--- src/hw/rtl/acm_pkg.sv ---
package acm_pkg;

	// command codes
	localparam logic [4:0] CMD_LOAD     = 5'd0;
	localparam logic [4:0] CMD_STORE    = 5'd1;
	localparam logic [4:0] CMD_LOAD_MQ  = 5'd2;
	localparam logic [4:0] CMD_MQ_LOAD  = 5'd3;
	localparam logic [4:0] CMD_LOAD_NEG = 5'd4;
	localparam logic [4:0] CMD_LOAD_ABS = 5'd5;
	localparam logic [4:0] CMD_LOAD_NAB = 5'd6;
	localparam logic [4:0] CMD_JUMP     = 5'd7;
	localparam logic [4:0] CMD_JUMP_POS = 5'd8;
	localparam logic [4:0] CMD_ADD      = 5'd9;
	localparam logic [4:0] CMD_ADD_ABS  = 5'd10;
	localparam logic [4:0] CMD_SUB      = 5'd11;
	localparam logic [4:0] CMD_SUB_ABS  = 5'd12;
	localparam logic [4:0] CMD_MUL      = 5'd13;
	localparam logic [4:0] CMD_DIV      = 5'd14;
	localparam logic [4:0] CMD_DOUBLE   = 5'd15;
	localparam logic [4:0] CMD_HALVE    = 5'd16;
	localparam logic [4:0] CMD_PRELOAD  = 5'd17;

	// stream word widths
	localparam int unsigned IN_BITS  = 48;
	localparam int unsigned OUT_BITS = 80;

	// request into the multiply/divide unit
	typedef struct packed {
		logic start;
		logic is_div;
	} md_req_t;

	// status back from the multiply/divide unit
	typedef struct packed {
		logic busy;
		logic done;
	} md_rsp_t;

endpackage

--- src/hw/rtl/acm_muldiv.sv ---
module acm_muldiv #(
	parameter int unsigned WORD_BITS = 32
) (
	input  logic                 clk,
	input  logic                 arst_n,
	input  acm_pkg::md_req_t     req,
	input  logic [WORD_BITS-1:0] a,
	input  logic [WORD_BITS-1:0] b,
	output acm_pkg::md_rsp_t     rsp,
	output logic [WORD_BITS-1:0] res_main,
	output logic [WORD_BITS-1:0] res_rem
);

	import acm_pkg::*;

	localparam int unsigned CW = $clog2(WORD_BITS + 1);

	logic                 busy_q;
	logic                 done_q;
	logic                 is_div_q;
	logic [CW-1:0]        cnt_q;
	logic [WORD_BITS-1:0] x_q;
	logic [WORD_BITS-1:0] y_q;
	logic [WORD_BITS-1:0] acc_q;
	logic [WORD_BITS-1:0] quo_q;
	logic [WORD_BITS:0]   trial;
	logic [WORD_BITS:0]   diff;

	// one restoring divide step: shift in the next dividend bit, try to subtract
	assign trial = {acc_q, x_q[WORD_BITS-1]};
	assign diff  = trial - {1'b0, y_q};

	// control
	always_ff @(posedge clk or negedge arst_n) begin
		if (!arst_n) begin
			busy_q <= 1'b0;
			done_q <= 1'b0;
			cnt_q  <= '0;
		end else begin
			done_q <= 1'b0;
			if (req.start) begin
				busy_q <= 1'b1;
				cnt_q  <= CW'(WORD_BITS);
			end else if (busy_q) begin
				cnt_q <= cnt_q - 1'b1;
				if (cnt_q == CW'(1)) begin
					busy_q <= 1'b0;
					done_q <= 1'b1;
				end
			end
		end
	end

	// shift-add multiply or restoring divide, one bit a cycle
	always_ff @(posedge clk) begin
		if (req.start) begin
			is_div_q <= req.is_div;
			x_q      <= a;
			y_q      <= b;
			acc_q    <= '0;
			quo_q    <= '0;
		end else if (busy_q) begin
			x_q <= x_q << 1;
			if (is_div_q) begin
				if (!diff[WORD_BITS]) begin
					acc_q <= diff[WORD_BITS-1:0];
					quo_q <= {quo_q[WORD_BITS-2:0], 1'b1};
				end else begin
					acc_q <= trial[WORD_BITS-1:0];
					quo_q <= {quo_q[WORD_BITS-2:0], 1'b0};
				end
			end else begin
				y_q <= y_q >> 1;
				if (y_q[0]) begin
					acc_q <= acc_q + x_q;
				end
			end
		end
	end

	assign rsp.busy = busy_q;
	assign rsp.done = done_q;
	assign res_main = is_div_q ? quo_q : acc_q;
	assign res_rem  = acc_q;

endmodule

--- config.mk ---
export PLATFORM = sky130hd
export DESIGN_NAME = acm_muldiv
export DESIGN_NICKNAME = d
export VERILOG_FILES = /design/src/hw/rtl/acm_pkg.sv /design/src/hw/rtl/acm_muldiv.sv
export SDC_FILE = /design/constraint.sdc
export NUM_CORES = 1
export LEC_CHECK = 0
export ABC_AREA = 1
export BUFFER_PORTS_ARGS = -buffer_cell sky130_fd_sc_hd__buf_2
export CAP_MARGIN = 30
export CORE_ASPECT_RATIO = 0.9
export CORE_MARGIN = 4
export CORE_UTILIZATION = 50
export CTS_CLUSTER_DIAMETER = 60
export DETAILED_ROUTE_END_ITERATION = 7
export PLACE_DENSITY = 0.7
export SLEW_MARGIN = 20
export SYNTH_ARGS = -nofsm -noshare
export SYNTH_HDL_FRONTEND = slang
export SYNTH_SLANG_ARGS = --single-unit
export TNS_END_PERCENT = 100
--- constraint.sdc ---
create_clock -name clk -period 8 [get_ports clk]
set_input_delay 1.2 -clock clk [delete_from_list [all_inputs] [get_ports clk]]
set_output_delay 1.2 -clock clk [all_outputs]
set_load 0.1 [all_outputs]
==> After elaboration in Yosys (flattened, before gate mapping) <==
Cells that the tools add are included.
Widths: inputs -> output; s select.
{ "classes": {"n_addsub": 3, "eq_ne": 2, "mux": 18, "reduce_logical": 5} }
{ "ops": {"columns": ["op", "count"], "rows": [
  ["$mux 32", 9],
  ["$sub 33x32->33", 1],
  ["$add 32x32->32", 1],
  ["$mux 6", 2],
  ["$mux 1", 7],
  ["$eq 6x1->1 const B", 1],
  ["$reduce_and 2->1", 3],
  ["$sub 6x1->6 const B", 1],
  ["$reduce_bool 2->1", 2],
  ["$ne 2x2->1 const B", 1]
]} }
{ "totals": {"reg_bits": 137, "in_bits": 68, "out_inout_bits": 66, "word_cells": 36} }

==> Logic depth before layout (Yosys ltp) <==
{ "depth": {"ltp_word": 4, "mapped_depth": 19, "mapped_depth_nobuf": 18} }

==> Worst setup path after synthesis <==
No wires, ideal clock.
{ "synth_timing": {"kind": "register to output", "startpoint": "register acc_q[31], in the netlist res_rem[31]", "endpoint": "output res_main[31]", "arrival_time_ns": 3.487, "required_ns": 6.800, "setup_slack_ns": 3.313, "path_stages_with_launch": 3, "path_buffers": 0, "path_cell_list": "dfxtp_1 inv_1 o21ai_0"} }
{ "synth_via": {"elab_chain_cells": 1} }
{ "synth_lines": {"columns": ["element", "line_no", "text"], "rows": [
  ["from (decl)", "acm_muldiv.sv:24", "logic [WORD_BITS-1:0] acc_q;"],
  ["from (signal assigned)", "acm_muldiv.sv:66", "acc_q <= diff[WORD_BITS-1:0];"],
  ["from (signal assigned)", "acm_muldiv.sv:69", "acc_q <= trial[WORD_BITS-1:0];"],
  ["from (signal assigned)", "acm_muldiv.sv:75", "acc_q <= acc_q + x_q;"],
  ["$mux 32", "acm_muldiv.sv:83", "assign res_main = is_div_q ? quo_q : acc_q;"],
  ["to (decl)", "acm_muldiv.sv:10", "output logic [WORD_BITS-1:0] res_main,"]
]} }
Every way passes these cells.

==> Final worst setup path <==
{ "layout_timing": {"startpoint": "register is_div_q", "endpoint": "output res_main[30]"} }
{ "layout_via": {"elab_chain_cells": 1} }
{ "layout_lines": {"columns": ["element", "line_no", "text"], "rows": [
  ["from (decl)", "acm_muldiv.sv:20", "logic is_div_q;"],
  ["from (signal assigned)", "acm_muldiv.sv:57", "is_div_q <= req.is_div;"],
  ["$mux 32", "acm_muldiv.sv:83", null]
]} }
Every way passes these cells.

==> results.md <==
- Leak pwr: 7.27 nW
- Slew Limit Fails: 0
- Fin crit share: between 40% and 50%
- Slew @ Worst Pin: 0.850 ns
- Diode count: 0
- Fin Hold WS: about 0.47 ns
- RSZ-0062 raised after global routing: no
- Clk sinks: 137
- Die Area: 25300 µm²
- Synth Net Count: 1998
- Total negative slack: 0 ns
- Logic pwr share: 54.4%
- WL per Instance: around 15 µm
- Total CTS buffers: 17
- Flops & latches, synth: 137
- Post-Route Skew: between 0.01 and 0.015 ns
- P&R area growth vs syn: 12.6%
- Slew HR: a little over two fifths
- Vias: 11587
- CTS Hold Bufs: 0
- Register share of total power: 24.9%
- Starting Density: 50.8%
- Nets: 2105
- Maximum clock frequency: between 200 and 300 MHz
- Worst Setup End Kind: primary output
- Bufs on Longest Clock Path: 2
- Core Region: 22400 µm²
- Sequential area share after synthesis: 30.1%
- Ys Warns: 0
- Final Hold Fails: 0
- Endpoints failing setup: 0
- CTS tree: done
- Die X: 167 µm
- HP Class: flop to flop
- H-tree Lvls: 4
- Post-route ant nets: 0
- Number of max-cap violations: 0
- Critical path class: flop to primary output
- Clk slew on worst S/H paths: 0.07 ns
- Vias in the first global route: 10584
- Largest net degree at the start of global routing: between 80 and 90
- Setup Fix Bufs, Post-CTS: 0
- Overflow after GRT: 0
- Resize count post-CTS: 0
- Worst-path maximum fanout: between 50 and 60
- # rows: 52
- Clock Power Share: between 20% and 30%
- Vias per cell: 5.08
- GP Congestion: 0.958
- CP Data Required Time: roughly 7 ns
- Post-synthesis cell area: ~11000 µm²
- Outcome: finished clean
- R2r setup slk: 5.09 ns
- Clock root cell: clkbuf_16
- Initial DRC count: 952
- Dpl hpwl: 27400 µm
- Peak VDD IR: 0.214 mV
- Clock insertion delay at the later pin of the skew report: 0.43 ns
- Fin cells: 2280
- Sw frac: between 50% and 60%
- GRT Total Usage: a little over a quarter
- Unique masters post-synth: 39
- I/O pins: 134
- Tmin final: 3.60 ns
- Share of cells above drive strength 1: 10.3%
- Placed insts: 2248
- Die height: 151 µm
- Net switching power: just over 2 mW
- WP data arrival: 2.40 ns
- Power per Cell Area: 307 nW/µm²
- Int Pwr: 1.87 mW
- Total Wirelength: roughly 35000 µm
- DR DRC count: 0
- PortBufs: 133
- Syn Inst Count: 1863
- Startpoint Class: flop
- Syn avg cell area: 6.11 µm²
- Drt pass-1 iters: 6
- First-pass GRT wire length: about 55000 µm
- Initial antenna violation count: 0
-- synthesized netlist by cell type --
master	number	area (µm²)
a211oi_1	13	97.6
a21boi_0	1	7.51
a21o_1	2	15.0
a21oi_1	108	541
a21oi_2	4	35.0
a21oi_4	1	16.3
and2_1	5	31.3
and3_1	1	6.26
buf_1	7	26.3
buf_2	4	20.0
buf_4	3	22.5
buf_6	4	45.0
buf_8	1	15.0
clkbuf_1	34	128
clkinv_1	1	3.75
dfrtp_1	8	200
dfxtp_1	64	1280
edfxtp_1	65	1950
fa_1	2	40.0
ha_1	65	813
inv_1	353	1330
inv_2	4	15.0
nand2_1	690	2590
nand2_2	10	62.6
nand2_4	6	67.6
nand3_1	94	470
nand3_4	1	17.5
nand3b_1	9	67.6
nand4_1	12	75.1
nor2_1	109	409
nor2_2	3	18.8
nor3_1	9	45.0
nor4_1	3	18.8
o21ai_0	143	716
o21bai_1	6	45.0
o22ai_1	1	6.26
or2_2	1	6.26
xnor2_1	2	17.5
xor2_1	14	123
-- layer usage --
| metal | up-vias | global-route usage (%) | part of all wire (%) |
|---|---|---|---|
| met4 | 0 | 8.34 | 2.7 |
| met3 | 54 | 4.44 | 6.5 |
| met2 | 380 | 45.0 | 45 |
| li1 | 6012 | - | - |
| met1 | 5141 | 37.3 | 46 |
| met5 | - | 0 | 0 |
-- sequential cells by signal (all words and copies together), names as in the netlist --
| name | cells |
|---|---|
| busy_q | 1 |
| cnt_q | 6 |
| done_q | 1 |
| is_div_q | 1 |
| quo_q | 32 |
| res_rem | 32 |
| x_q | 32 |
| y_q | 32 |
-- layout by cell type, fill, tap and decap left out, types with 17 or more instances in the layout --
cell type	Yosys	routed
clkbuf_16	0	17
edfxtp_1	65	65
nand3_1	94	94
inv_1	353	352
dfxtp_1	64	64
buf_2	4	132
nor2_1	109	109
o21ai_0	143	142
nand2_1	690	690
a21oi_1	108	108
ha_1	65	65
-- final timing paths --
| kind | from | endpoint | cells after the start |
|---|---|---|---|
| worst max-delay path | is_div_q | res_main[30] | 5 |
| max in group asynchronous | arst_n | cnt_q[3] | 1 |
| worst min-delay path | quo_q[29] | quo_q[29] | 2 |
| worst min register to register | quo_q[29] | quo_q[29] | 2 |
| worst max register to register | x_q[31] | res_rem[30] | 18 |
| min in group asynchronous | arst_n | done_q | 1 |
-- metrics by stage --
step           setup slack [ns]  instance area, µm²  util, %  total power, mW
5_1_grt                    4.23               12800     57.1             4.23
4_1_cts                    4.42               12800     57.1             3.94
3_5_place_dp               4.88               12200     54.5             3.11
2_1_floorplan              3.31               11400        -             2.64
6_report                   4.40               12800     57.1             3.93
3_3_place_gp               4.92               12200     54.5             3.09
-- logic make-up (layout without fill, tap and decap cells) --
group	after synthesis	in the layout	share of synthesized area [%]
AO/OA/AOI/OAI	279	279	13.0
XOR/XNOR	16	16	1.23
adder cells (fa/ha/maj)	67	67	7.49
flip-flops	137	137	30.1
buffers and inverters	411	531	14.0
AND/OR/NAND/NOR	953	953	34.1
-- layout make-up --
| type | instances | area (µm²) |
|---|---|---|
| sequential | 137 | 3430 |
| clock buffer | 18 | 429 |
| clock inverter | 14 | 158 |
| timing repair buffer | 141 | 728 |
| tap | 297 | 372 |
| multi-input combinational | 1315 | 6360 |
| fill | 2346 | 9620 |
| inverter | 358 | 1340 |
-- critical path, cell delays in order (launching register included) --
cell      delay [ns]
edfxtp_1        0.35
buf_4           0.44
buf_4           0.49
nand2_1         0.10
o21ai_0         0.09
buf_2           0.46
-- power by group through the flow --
stage / registers (mW) / clock network, mW / logic (mW)
finish: 0.978 / 0.816 / 2.14
global route: 0.989 / 0.859 / 2.39
CTS: 0.981 / 0.827 / 2.13
detailed placement: 0.995 / 0 / 2.12
global placement: 0.995 / 0 / 2.10
floorplan: 1.21 / 0 / 1.43
Note: power is estimated with default switching activity, not from simulation.
